$ cat config.mk
export PLATFORM = sky130hd
export DESIGN_NAME = sum_checked_frame_receiver_flat
export DESIGN_NICKNAME = d
export VERILOG_FILES = /design/src/rtl/sfr_pkg.sv /design/src/rtl/sfr_if.sv /design/src/rtl/sfr_csr.sv /design/src/rtl/sfr_deframer.sv /design/src/rtl/sum_checked_frame_receiver.sv /design/src/flat_wrapper.sv
export SDC_FILE = /design/constraint.sdc
export NUM_CORES = 1
export LEC_CHECK = 0
export BUFFER_PORTS_ARGS = -buffer_cell sky130_fd_sc_hd__buf_2
export CELL_PAD_IN_SITES_DETAIL_PLACEMENT = 2
export CELL_PAD_IN_SITES_GLOBAL_PLACEMENT = 2
export CORE_UTILIZATION = 40
export CTS_CLUSTER_DIAMETER = 30
export DETAILED_ROUTE_END_ITERATION = 8
export PLACE_DENSITY_LB_ADDON = 0.1
export SYNTH_ARGS = -nofsm -noshare
export SYNTH_HDL_FRONTEND = slang
export SYNTH_SLANG_ARGS = --single-unit
$ cat constraint.sdc
create_clock -name clock -period 8.5 [get_ports clock]
set_clock_uncertainty 0.1 [all_clocks]
set_input_delay 2.125 -clock clock [delete_from_list [all_inputs] [get_ports clock]]
set_output_delay 2.125 -clock clock [all_outputs]
set_load 0.01 [all_outputs]
$ cat src/rtl/sfr_pkg.sv
`timescale 1ns / 1ps

package sfr_pkg;

   localparam int MAX_FRAME_BYTES = 1024;
   localparam int HEAD_BYTES      = 4;

   localparam int BYTE_W  = 8;
   localparam int ROLE_W  = 3;
   localparam int INDEX_W = 10;
   localparam int STATUS_W = 2;
   localparam int FLEN_W  = 11;
   localparam int COUNT_W = 11;
   localparam int SUM_W   = 32;
   localparam int PHASE_W = 3;
   localparam int CSR_INDEX_W = 2;
   localparam int CSR_DATA_W  = 32;

   localparam logic [15:0] LEN_LIMIT = 16'(MAX_FRAME_BYTES - HEAD_BYTES);

   localparam logic [0:0] CMD_BYTE = 1'd0;
   localparam logic [0:0] CMD_IDLE = 1'd1;

   localparam logic [PHASE_W-1:0] PH_HUNT    = 3'd0;
   localparam logic [PHASE_W-1:0] PH_TAG     = 3'd1;
   localparam logic [PHASE_W-1:0] PH_LENHI   = 3'd2;
   localparam logic [PHASE_W-1:0] PH_LENLO   = 3'd3;
   localparam logic [PHASE_W-1:0] PH_PAYLOAD = 3'd4;
   localparam logic [PHASE_W-1:0] PH_CSUM    = 3'd5;

   localparam logic [ROLE_W-1:0] ROLE_NONE    = 3'd0;
   localparam logic [ROLE_W-1:0] ROLE_HEADER  = 3'd1;
   localparam logic [ROLE_W-1:0] ROLE_TAG     = 3'd2;
   localparam logic [ROLE_W-1:0] ROLE_LENGTH  = 3'd3;
   localparam logic [ROLE_W-1:0] ROLE_PAYLOAD = 3'd4;
   localparam logic [ROLE_W-1:0] ROLE_CSUM    = 3'd5;

   localparam logic [STATUS_W-1:0] ST_GOOD     = 2'd0;
   localparam logic [STATUS_W-1:0] ST_CSUM_BAD = 2'd1;
   localparam logic [STATUS_W-1:0] ST_TOO_LONG = 2'd2;
   localparam logic [STATUS_W-1:0] ST_TIMEOUT  = 2'd3;

   localparam logic [CSR_INDEX_W-1:0] CSR_HEADER_VALUE = 2'd0;
   localparam logic [CSR_INDEX_W-1:0] CSR_MAX_PAYLOAD  = 2'd1;
   localparam logic [CSR_INDEX_W-1:0] CSR_IDLE_LIMIT   = 2'd2;

   localparam logic [7:0]  HEADER_RESET      = 8'hE7;
   localparam logic [9:0]  MAX_PAYLOAD_RESET = 10'd1020;
   localparam logic [31:0] IDLE_LIMIT_RESET  = 32'd5000000;

   typedef struct packed {
      logic [0:0]        cmd;
      logic [BYTE_W-1:0] rx_byte;
   } item_type;

   typedef struct packed {
      logic [BYTE_W-1:0]   out_byte;
      logic [ROLE_W-1:0]   byte_role;
      logic [INDEX_W-1:0]  payload_index;
      logic                frame_done;
      logic [STATUS_W-1:0] frame_status;
      logic [FLEN_W-1:0]   frame_length;
   } result_type;

   typedef struct packed {
      logic [7:0]  header_value;
      logic [9:0]  max_payload;
      logic [31:0] idle_limit;
   } cfg_type;

endpackage

$ cat src/rtl/sfr_if.sv
`timescale 1ns / 1ps

interface sfr_req_if;
   logic                      valid;
   logic                      ready;
   logic [0:0]                cmd;
   logic [sfr_pkg::BYTE_W-1:0] rx_byte;
   modport source (output valid, output cmd, output rx_byte, input ready);
   modport sink   (input valid, input cmd, input rx_byte, output ready);
endinterface

interface sfr_rsp_if;
   logic                          valid;
   logic                          ready;
   logic [sfr_pkg::BYTE_W-1:0]    out_byte;
   logic [sfr_pkg::ROLE_W-1:0]    byte_role;
   logic [sfr_pkg::INDEX_W-1:0]   payload_index;
   logic                          frame_done;
   logic [sfr_pkg::STATUS_W-1:0]  frame_status;
   logic [sfr_pkg::FLEN_W-1:0]    frame_length;
   modport source (output valid, output out_byte, output byte_role, output payload_index,
                   output frame_done, output frame_status, output frame_length,
                   input ready);
   modport sink   (input valid, input out_byte, input byte_role, input payload_index,
                   input frame_done, input frame_status, input frame_length,
                   output ready);
endinterface

interface sfr_csr_if;
   logic                              valid;
   logic                              ready;
   logic [sfr_pkg::CSR_INDEX_W-1:0]   index;
   logic [sfr_pkg::CSR_DATA_W-1:0]    data;
   modport source (output valid, output index, output data, input ready);
   modport sink   (input valid, input index, input data, output ready);
endinterface

$ cat src/rtl/sfr_csr.sv
`timescale 1ns / 1ps

module sfr_csr (
   input  logic                             clock,
   input  logic                             reset,
   input  logic                             wr_en,
   input  logic [sfr_pkg::CSR_INDEX_W-1:0]  wr_index,
   input  logic [sfr_pkg::CSR_DATA_W-1:0]   wr_data,
   output sfr_pkg::cfg_type                 cfg
);

   sfr_pkg::cfg_type cfg_ff;
   sfr_pkg::cfg_type cfg_in;

   always_comb begin
      cfg_in = cfg_ff;
      if (wr_en) begin
         unique case (wr_index)
            sfr_pkg::CSR_HEADER_VALUE: cfg_in.header_value = wr_data[7:0];
            sfr_pkg::CSR_MAX_PAYLOAD:  cfg_in.max_payload  = wr_data[9:0];
            sfr_pkg::CSR_IDLE_LIMIT:   cfg_in.idle_limit   = wr_data[31:0];
            default: ;
         endcase
      end
   end

   always_ff @(posedge clock) begin
      if (reset) begin
         cfg_ff.header_value <= sfr_pkg::HEADER_RESET;
         cfg_ff.max_payload  <= sfr_pkg::MAX_PAYLOAD_RESET;
         cfg_ff.idle_limit   <= sfr_pkg::IDLE_LIMIT_RESET;
      end else begin
         cfg_ff <= cfg_in;
      end
   end

   assign cfg = cfg_ff;

endmodule

$ cat src/rtl/sfr_deframer.sv
`timescale 1ns / 1ps

module sfr_deframer (
   input  logic                clock,
   input  logic                reset,
   input  logic                step,
   input  sfr_pkg::item_type   item,
   input  sfr_pkg::cfg_type    cfg,
   output sfr_pkg::result_type result
);

   logic [sfr_pkg::PHASE_W-1:0] phase_ff, phase_in;
   logic [7:0]                  length_high_ff, length_high_in;
   logic [9:0]                  payload_length_ff, payload_length_in;
   logic [sfr_pkg::COUNT_W-1:0] byte_count_ff, byte_count_in;
   logic [sfr_pkg::SUM_W-1:0]   running_sum_ff, running_sum_in;
   logic                        sum_match_ff, sum_match_in;
   logic [31:0]                 idle_count_ff, idle_count_in;

   logic [15:0]                 len;
   logic [31:0]                 idle_next;
   logic [sfr_pkg::COUNT_W-1:0] count_inc;
   logic [7:0]                  expect_byte;
   logic                        match_now;
   logic [sfr_pkg::SUM_W-1:0]   sum_add;
   logic [7:0]                  b;

   assign b         = item.rx_byte;
   assign len       = {length_high_ff, b};
   assign idle_next = (idle_count_ff == '1) ? idle_count_ff : idle_count_ff + 32'd1;
   assign count_inc = byte_count_ff + sfr_pkg::COUNT_W'(1);
   assign sum_add   = running_sum_ff + sfr_pkg::SUM_W'(b);

   always_comb begin
      unique case (byte_count_ff[1:0])
         2'd0: expect_byte = running_sum_ff[31:24];
         2'd1: expect_byte = running_sum_ff[23:16];
         2'd2: expect_byte = running_sum_ff[15:8];
         default: expect_byte = running_sum_ff[7:0];
      endcase
   end

   assign match_now = sum_match_ff && (expect_byte == b);

   always_comb begin
      phase_in          = phase_ff;
      length_high_in    = length_high_ff;
      payload_length_in = payload_length_ff;
      byte_count_in     = byte_count_ff;
      running_sum_in    = running_sum_ff;
      sum_match_in      = sum_match_ff;
      idle_count_in     = idle_count_ff;
      result            = '0;

      if (item.cmd == sfr_pkg::CMD_IDLE) begin
         if (phase_ff != sfr_pkg::PH_HUNT) begin
            if (idle_next > cfg.idle_limit) begin
               phase_in            = sfr_pkg::PH_HUNT;
               idle_count_in       = '0;
               result.frame_done   = 1'b1;
               result.frame_status = sfr_pkg::ST_TIMEOUT;
            end else begin
               idle_count_in = idle_next;
            end
         end
      end else begin
         idle_count_in   = '0;
         result.out_byte = b;
         unique case (phase_ff)
            sfr_pkg::PH_TAG: begin
               running_sum_in   = sum_add;
               phase_in         = sfr_pkg::PH_LENHI;
               result.byte_role = sfr_pkg::ROLE_TAG;
            end
            sfr_pkg::PH_LENHI: begin
               running_sum_in   = sum_add;
               length_high_in   = b;
               phase_in         = sfr_pkg::PH_LENLO;
               result.byte_role = sfr_pkg::ROLE_LENGTH;
            end
            sfr_pkg::PH_LENLO: begin
               running_sum_in   = sum_add;
               result.byte_role = sfr_pkg::ROLE_LENGTH;
               priority if (len == 16'd0) begin
                  phase_in = sfr_pkg::PH_HUNT;
               end else if (len > 16'(cfg.max_payload) || len > sfr_pkg::LEN_LIMIT) begin
                  phase_in            = sfr_pkg::PH_HUNT;
                  result.frame_done   = 1'b1;
                  result.frame_status = sfr_pkg::ST_TOO_LONG;
               end else begin
                  payload_length_in = len[9:0];
                  byte_count_in     = '0;
                  phase_in          = sfr_pkg::PH_PAYLOAD;
               end
            end
            sfr_pkg::PH_PAYLOAD: begin
               running_sum_in       = sum_add;
               result.byte_role     = sfr_pkg::ROLE_PAYLOAD;
               result.payload_index = byte_count_ff[sfr_pkg::INDEX_W-1:0];
               if (count_inc >= sfr_pkg::COUNT_W'(payload_length_ff)) begin
                  byte_count_in = '0;
                  phase_in      = sfr_pkg::PH_CSUM;
               end else begin
                  byte_count_in = count_inc;
               end
            end
            sfr_pkg::PH_CSUM: begin
               sum_match_in     = match_now;
               result.byte_role = sfr_pkg::ROLE_CSUM;
               if (count_inc >= sfr_pkg::COUNT_W'(4)) begin
                  phase_in          = sfr_pkg::PH_HUNT;
                  byte_count_in     = '0;
                  result.frame_done = 1'b1;
                  if (match_now) begin
                     result.frame_status = sfr_pkg::ST_GOOD;
                     result.frame_length = sfr_pkg::FLEN_W'(payload_length_ff)
                                           + sfr_pkg::FLEN_W'(8);
                  end else begin
                     result.frame_status = sfr_pkg::ST_CSUM_BAD;
                  end
               end else begin
                  byte_count_in = count_inc;
               end
            end
            default: begin
               phase_in = sfr_pkg::PH_HUNT;
               if (b == cfg.header_value) begin
                  running_sum_in   = sfr_pkg::SUM_W'(b);
                  sum_match_in     = 1'b1;
                  byte_count_in    = '0;
                  phase_in         = sfr_pkg::PH_TAG;
                  result.byte_role = sfr_pkg::ROLE_HEADER;
               end
            end
         endcase
      end
   end

   always_ff @(posedge clock) begin
      if (reset) begin
         phase_ff          <= sfr_pkg::PH_HUNT;
         length_high_ff    <= '0;
         payload_length_ff <= '0;
         byte_count_ff     <= '0;
         running_sum_ff    <= '0;
         sum_match_ff      <= 1'b1;
         idle_count_ff     <= '0;
      end else if (step) begin
         phase_ff          <= phase_in;
         length_high_ff    <= length_high_in;
         payload_length_ff <= payload_length_in;
         byte_count_ff     <= byte_count_in;
         running_sum_ff    <= running_sum_in;
         sum_match_ff      <= sum_match_in;
         idle_count_ff     <= idle_count_in;
      end
   end

   a_hunt_no_idle: assert property (@(posedge clock) disable iff (reset)
      phase_ff == sfr_pkg::PH_HUNT |-> idle_count_ff == '0)
      else $error("idle count left over while hunting");

   a_index_in_range: assert property (@(posedge clock) disable iff (reset)
      result.byte_role == sfr_pkg::ROLE_PAYLOAD
      |-> 10'(result.payload_index) < payload_length_ff)
      else $error("payload index beyond payload length");

   a_done_to_hunt: assert property (@(posedge clock) disable iff (reset)
      step && result.frame_done |=> phase_ff == sfr_pkg::PH_HUNT)
      else $error("frame ended but hunt not resumed");

   a_good_is_csum: assert property (@(posedge clock) disable iff (reset)
      result.frame_done && result.frame_status == sfr_pkg::ST_GOOD
      |-> result.byte_role == sfr_pkg::ROLE_CSUM && phase_ff == sfr_pkg::PH_CSUM)
      else $error("good frame end outside checksum");

endmodule

$ cat src/rtl/sum_checked_frame_receiver.sv
`timescale 1ns / 1ps

// channel  | role        | beat
// req_bus  | sink        | cmd, rx_byte (byte or idle tick)
// rsp_bus  | source      | out_byte, byte_role, payload_index, frame_done, frame_status, frame_length
// csr_bus  | sink        | index, data (register write)
//
// One beat per cycle sustained while rsp_bus is not stalled; a taken beat passes
// through the input register, deframer logic and result register to rsp_bus.
// Reset is synchronous; it clears frame state and restores register defaults.
// A stall on rsp_bus holds the result; one more beat waits in the input register.
// Register writes are taken every cycle.

module sum_checked_frame_receiver (
   input logic       clock,
   input logic       reset,
   sfr_req_if.sink   req_bus,
   sfr_rsp_if.source rsp_bus,
   sfr_csr_if.sink   csr_bus
);

   logic                in_valid_ff;
   sfr_pkg::item_type   in_item_ff;
   logic                out_valid_ff;
   sfr_pkg::result_type out_res_ff;

   logic                out_load;
   logic                step;
   sfr_pkg::cfg_type    cfg;
   sfr_pkg::result_type res;

   assign out_load       = !out_valid_ff || rsp_bus.ready;
   assign step           = in_valid_ff && out_load;
   assign req_bus.ready  = !in_valid_ff || out_load;
   assign csr_bus.ready  = 1'b1;

   sfr_csr u_csr (
      .clock    (clock),
      .reset    (reset),
      .wr_en    (csr_bus.valid),
      .wr_index (csr_bus.index),
      .wr_data  (csr_bus.data),
      .cfg      (cfg)
   );

   sfr_deframer u_deframer (
      .clock  (clock),
      .reset  (reset),
      .step   (step),
      .item   (in_item_ff),
      .cfg    (cfg),
      .result (res)
   );

   always_ff @(posedge clock) begin
      if (reset) begin
         in_valid_ff  <= 1'b0;
         out_valid_ff <= 1'b0;
      end else begin
         if (req_bus.ready) begin
            in_valid_ff <= req_bus.valid;
         end
         if (out_load) begin
            out_valid_ff <= in_valid_ff;
         end
      end
   end

   always_ff @(posedge clock) begin
      if (req_bus.valid && req_bus.ready) begin
         in_item_ff.cmd     <= req_bus.cmd;
         in_item_ff.rx_byte <= req_bus.rx_byte;
      end
      if (step) begin
         out_res_ff <= res;
      end
   end

   assign rsp_bus.valid         = out_valid_ff;
   assign rsp_bus.out_byte      = out_res_ff.out_byte;
   assign rsp_bus.byte_role     = out_res_ff.byte_role;
   assign rsp_bus.payload_index = out_res_ff.payload_index;
   assign rsp_bus.frame_done    = out_res_ff.frame_done;
   assign rsp_bus.frame_status  = out_res_ff.frame_status;
   assign rsp_bus.frame_length  = out_res_ff.frame_length;

   a_out_holds: assert property (@(posedge clock) disable iff (reset)
      out_valid_ff && !rsp_bus.ready |=> out_valid_ff && $stable(out_res_ff))
      else $error("result changed while stalled");

   a_in_holds: assert property (@(posedge clock) disable iff (reset)
      in_valid_ff && !step |=> in_valid_ff && $stable(in_item_ff))
      else $error("input beat lost while stalled");

   a_step_fills: assert property (@(posedge clock) disable iff (reset)
      step |=> out_valid_ff)
      else $error("processed beat did not reach result register");

endmodule
$ cat src/flat_wrapper.sv
// flat-port wrapper written by rule: the top's interface ports become plain ports
module sum_checked_frame_receiver_flat 
  (clock, reset, req_bus_valid, req_bus_cmd, req_bus_rx_byte, req_bus_ready, rsp_bus_valid, rsp_bus_out_byte, rsp_bus_byte_role, rsp_bus_payload_index, rsp_bus_frame_done, rsp_bus_frame_status, rsp_bus_frame_length, rsp_bus_ready, csr_bus_valid, csr_bus_index, csr_bus_data, csr_bus_ready);
  sfr_req_if req_bus_i ();
  sfr_rsp_if rsp_bus_i ();
  sfr_csr_if csr_bus_i ();
  input logic clock;
  input logic reset;
  input wire logic [$bits(req_bus_i.valid)-1:0] req_bus_valid;
  input wire logic [$bits(req_bus_i.cmd)-1:0] req_bus_cmd;
  input wire logic [$bits(req_bus_i.rx_byte)-1:0] req_bus_rx_byte;
  output wire logic [$bits(req_bus_i.ready)-1:0] req_bus_ready;
  output wire logic [$bits(rsp_bus_i.valid)-1:0] rsp_bus_valid;
  output wire logic [$bits(rsp_bus_i.out_byte)-1:0] rsp_bus_out_byte;
  output wire logic [$bits(rsp_bus_i.byte_role)-1:0] rsp_bus_byte_role;
  output wire logic [$bits(rsp_bus_i.payload_index)-1:0] rsp_bus_payload_index;
  output wire logic [$bits(rsp_bus_i.frame_done)-1:0] rsp_bus_frame_done;
  output wire logic [$bits(rsp_bus_i.frame_status)-1:0] rsp_bus_frame_status;
  output wire logic [$bits(rsp_bus_i.frame_length)-1:0] rsp_bus_frame_length;
  input wire logic [$bits(rsp_bus_i.ready)-1:0] rsp_bus_ready;
  input wire logic [$bits(csr_bus_i.valid)-1:0] csr_bus_valid;
  input wire logic [$bits(csr_bus_i.index)-1:0] csr_bus_index;
  input wire logic [$bits(csr_bus_i.data)-1:0] csr_bus_data;
  output wire logic [$bits(csr_bus_i.ready)-1:0] csr_bus_ready;
  assign req_bus_i.valid = req_bus_valid;
  assign req_bus_i.cmd = req_bus_cmd;
  assign req_bus_i.rx_byte = req_bus_rx_byte;
  assign req_bus_ready = req_bus_i.ready;
  assign rsp_bus_valid = rsp_bus_i.valid;
  assign rsp_bus_out_byte = rsp_bus_i.out_byte;
  assign rsp_bus_byte_role = rsp_bus_i.byte_role;
  assign rsp_bus_payload_index = rsp_bus_i.payload_index;
  assign rsp_bus_frame_done = rsp_bus_i.frame_done;
  assign rsp_bus_frame_status = rsp_bus_i.frame_status;
  assign rsp_bus_frame_length = rsp_bus_i.frame_length;
  assign rsp_bus_i.ready = rsp_bus_ready;
  assign csr_bus_i.valid = csr_bus_valid;
  assign csr_bus_i.index = csr_bus_index;
  assign csr_bus_i.data = csr_bus_data;
  assign csr_bus_ready = csr_bus_i.ready;
  sum_checked_frame_receiver u_core (.clock(clock), .reset(reset), .req_bus(req_bus_i), .rsp_bus(rsp_bus_i), .csr_bus(csr_bus_i));
endmodule
==> results.json <==
{
  "status": "finished clean",
  "cts-resized-gates": 0,
  "period_minus_slack_ns": 5.86,
  "drc": 0,
  "finalNetCount": 1410,
  "wl_mm": 35.7,
  "synth-seq-cells": 193,
  "wl_per_cell_um": 21.7,
  "dieHeight_um": 167,
  "synth.yosys.seq_area_share_pct": 39.4,
  "hold_viol": 0,
  "hold_path.class": "flop to flop",
  "grt_max_degree": 37,
  "clockBufferDepth": 2,
  "floorplan.initialDensity_pct": 40.7,
  "ant_nets": 0,
  "clk_pin_slew_worst_paths_ns": 0.09,
  "cp-start-kind": "flop",
  "syn_inst": 1250,
  "cts_tree": "built",
  "vias": 9527,
  "slew_violations": 0,
  "grt_overflow": 0,
  "layout-area-overhead-vs-synth_pct": 11.3,
  "netlist_area_um2": 10900,
  "dpl.hpwl_mm": 25.9,
  "dpl-instance-area_um2": 11600,
  "powerDensity_nw_per_um2": 159,
  "worst_pin_slew_ns": 1.17,
  "diodes": 0,
  "drv_cap": 0,
  "track_usage_pct": 26.0,
  "die-area_um2": 28000,
  "grt_pass1_vias": 10300,
  "path_max_fanout": 20,
  "fp.dieW_um": 167,
  "max_slew_margin_pct": 22.3,
  "core-area_um2": 26900,
  "synth_edf_count": 44,
  "synth_area_per_cell_um2": 8.75,
  "synthFlopType": "dfxtp_1",
  "synth_cell_types": 80,
  "p_total_mw": 1.94,
  "drive_gt1_share_pct": 11.4,
  "rsz0062_at_grt": "false",
  "setup_viol": 0,
  "rows": 60,
  "cts.htree.levels": 4,
  "grt_pass1_wl_mm": 57.0,
  "crit_type": "flop to flop",
  "antenna_found_initial": 0,
  "fmax_mhz": 171,
  "fin_area_um2": 12200,
  "io_pins": 86,
  "setup-tns-final_ns": 0,
  "clockRootBuffer": "clkbuf_16",
  "synth_nets": 1368,
  "ys_warn_count": 0,
  "cts_buffers": 17,
  "cellLeakagePower_nw": 4.68,
  "num-fill-cells": 2979,
  "worstPathRequired_ns": 8.78,
  "place_congestion": 0.817,
  "port_buffers": 84,
  "drtPass1Iterations": 5,
  "clock_latency_ns": 0.45,
  "postCtsHoldBufs": 0,
  "cp-end-kind": "flop",
  "via_per_inst": 5.79,
  "synth-async-reset-ratio_pct": 0,
  "cts_sinks": 193,
  "fin_crit_sh_pct": 68.9,
  "dr.first_iter.drc_count": 422,
  "postCtsSetupRepairBufs": 0,
  "arrival_ns": 6.14,
  "ir_drop_v": 0.000112
}
## path summary, 6_finish.rpt
check | start | to | slack, ns | cells past startpoint
max | u_core.u_deframer.idle_count_ff[19] | u_core.u_deframer.idle_count_ff[21] | 2.64 | 15
min | u_core.u_csr.cfg[28] | u_core.u_csr.cfg[28] | 0.36 | 2
max reg2reg | u_core.u_deframer.idle_count_ff[19] | u_core.u_deframer.idle_count_ff[21] | 2.64 | 15
min reg2reg | u_core.u_csr.cfg[28] | u_core.u_csr.cfg[28] | 0.36 | 2
## sequential cells by signal, summed over array words and instances (netlist names), 9 cells and up
register and cells:
u_core.u_csr.cfg 50, u_core.u_deframer.idle_count_ff 32, u_core.u_deframer.running_sum_ff 32, u_core.rsp_bus.frame_length 11, u_core.u_deframer.byte_count_ff 11, u_core.rsp_bus.payload_index 10, u_core.u_deframer.payload_length_ff 10, u_core.in_item_ff 9
## cells in the mapped netlist, types with 25 or more instances
library cell | instances | area [um^2]
dfxtp_1 | 149 | 2980
nand2_1 | 129 | 484
nor2_1 | 95 | 357
inv_1 | 89 | 334
a21oi_1 | 75 | 375
ha_1 | 69 | 863
clkbuf_1 | 56 | 210
xnor2_1 | 54 | 473
edfxtp_1 | 44 | 1320
nand3_1 | 44 | 220
o21ai_0 | 35 | 175
mux2i_1 | 30 | 300
o211ai_1 | 26 | 195
xor2_1 | 25 | 219
## layout make-up
class                   instances  area [um^2]  area share (%)
inverters                      90          338            2.78
clock buffers                  18          433            3.56
clock inverters                14          170            1.40
repair buffers                 96          510            4.19
multi-input cells             894         5990            49.2
well taps                     341          427            3.51
flip-flops and latches        193         4300            35.4
## layout by cell type, fill, tap and decap left out, drive strengths merged, types with 24 or more instances in the layout
cell    netlist  routed
a21oi        75      75
nand2       130     130
nor3         24      24
mux2i        30      30
nor2         96      96
nand4        24      24
ha           69      69
xor2         26      26
buf          17      96
inv          89      97
edfxtp       44      44
nand3        44      44
xnor2        54      54
nor2b        24      24
dfxtp       149     149
o211ai       26      26
o21ai        37      37
## per-stage QoR
| step | hold slack (ns) | util, % | std cells | worst slack, ns |
|---|---|---|---|---|
| 2_1_floorplan | 0.336 | - | 1250 | 3.77 |
| 3_3_place_gp | 0.344 | 43.0 | 1614 | 2.95 |
| 3_5_place_dp | 0.352 | 43.0 | 1614 | 2.85 |
| 4_1_cts | 0.370 | 45.3 | 1646 | 2.75 |
| 5_1_grt | 0.388 | 45.3 | 1646 | 2.27 |
| 6_report | 0.365 | 45.3 | 1646 | 2.64 |
## layer usage
layer	share of wire (%)	wire length, um	global-route usage (%)	up-vias
li1	-	-	-	4543
met1	48	17100	34.9	4786
met2	48	17000	43.5	171
met3	3.1	1100	3.88	27
met4	1.4	498	6.82	0
met5	0	0	0	-
## worst max-delay path: stages, from the launching register on
cell and delay (ns):
dfxtp_1 0.46, and4_1 0.28, nand3_1 0.20, or3_1 0.59, o211ai_1 0.61, nor2_1 0.18
xor2_1 0.24, ha_1 0.29, a21o_1 0.17, nand3_1 0.10, o211ai_1 0.10, a2111oi_0 0.87
o221ai_1 0.22, buf_4 0.28, nor2_2 0.82, a221o_1 0.28
## logic make-up (layout without fill, tap and decap cells)
family / Yosys count / after routing / share of synthesized area [%]
xor+xnor: 80 / 80 / 6.48
flops: 193 / 193 / 39.4
buf+inv: 163 / 218 / 5.88
simple gates: 446 / 446 / 20.6
fa+ha+maj: 70 / 70 / 8.08
compound gates: 265 / 265 / 16.6
other cells: 1 / 1 / 0.0343
mux: 32 / 32 / 2.95
## report_power, final
| part | internal, mW | switching (mW) | total (mW) | leakage, nW |
|---|---|---|---|---|
| logic | 0.0423 | 0.0791 | 0.121 | 2.77 |
| registers | 0.957 | 0.0181 | 0.975 | 1.61 |
| clock network | 0.427 | 0.416 | 0.843 | 0.298 |
Note: power is estimated with default switching activity, not from simulation.
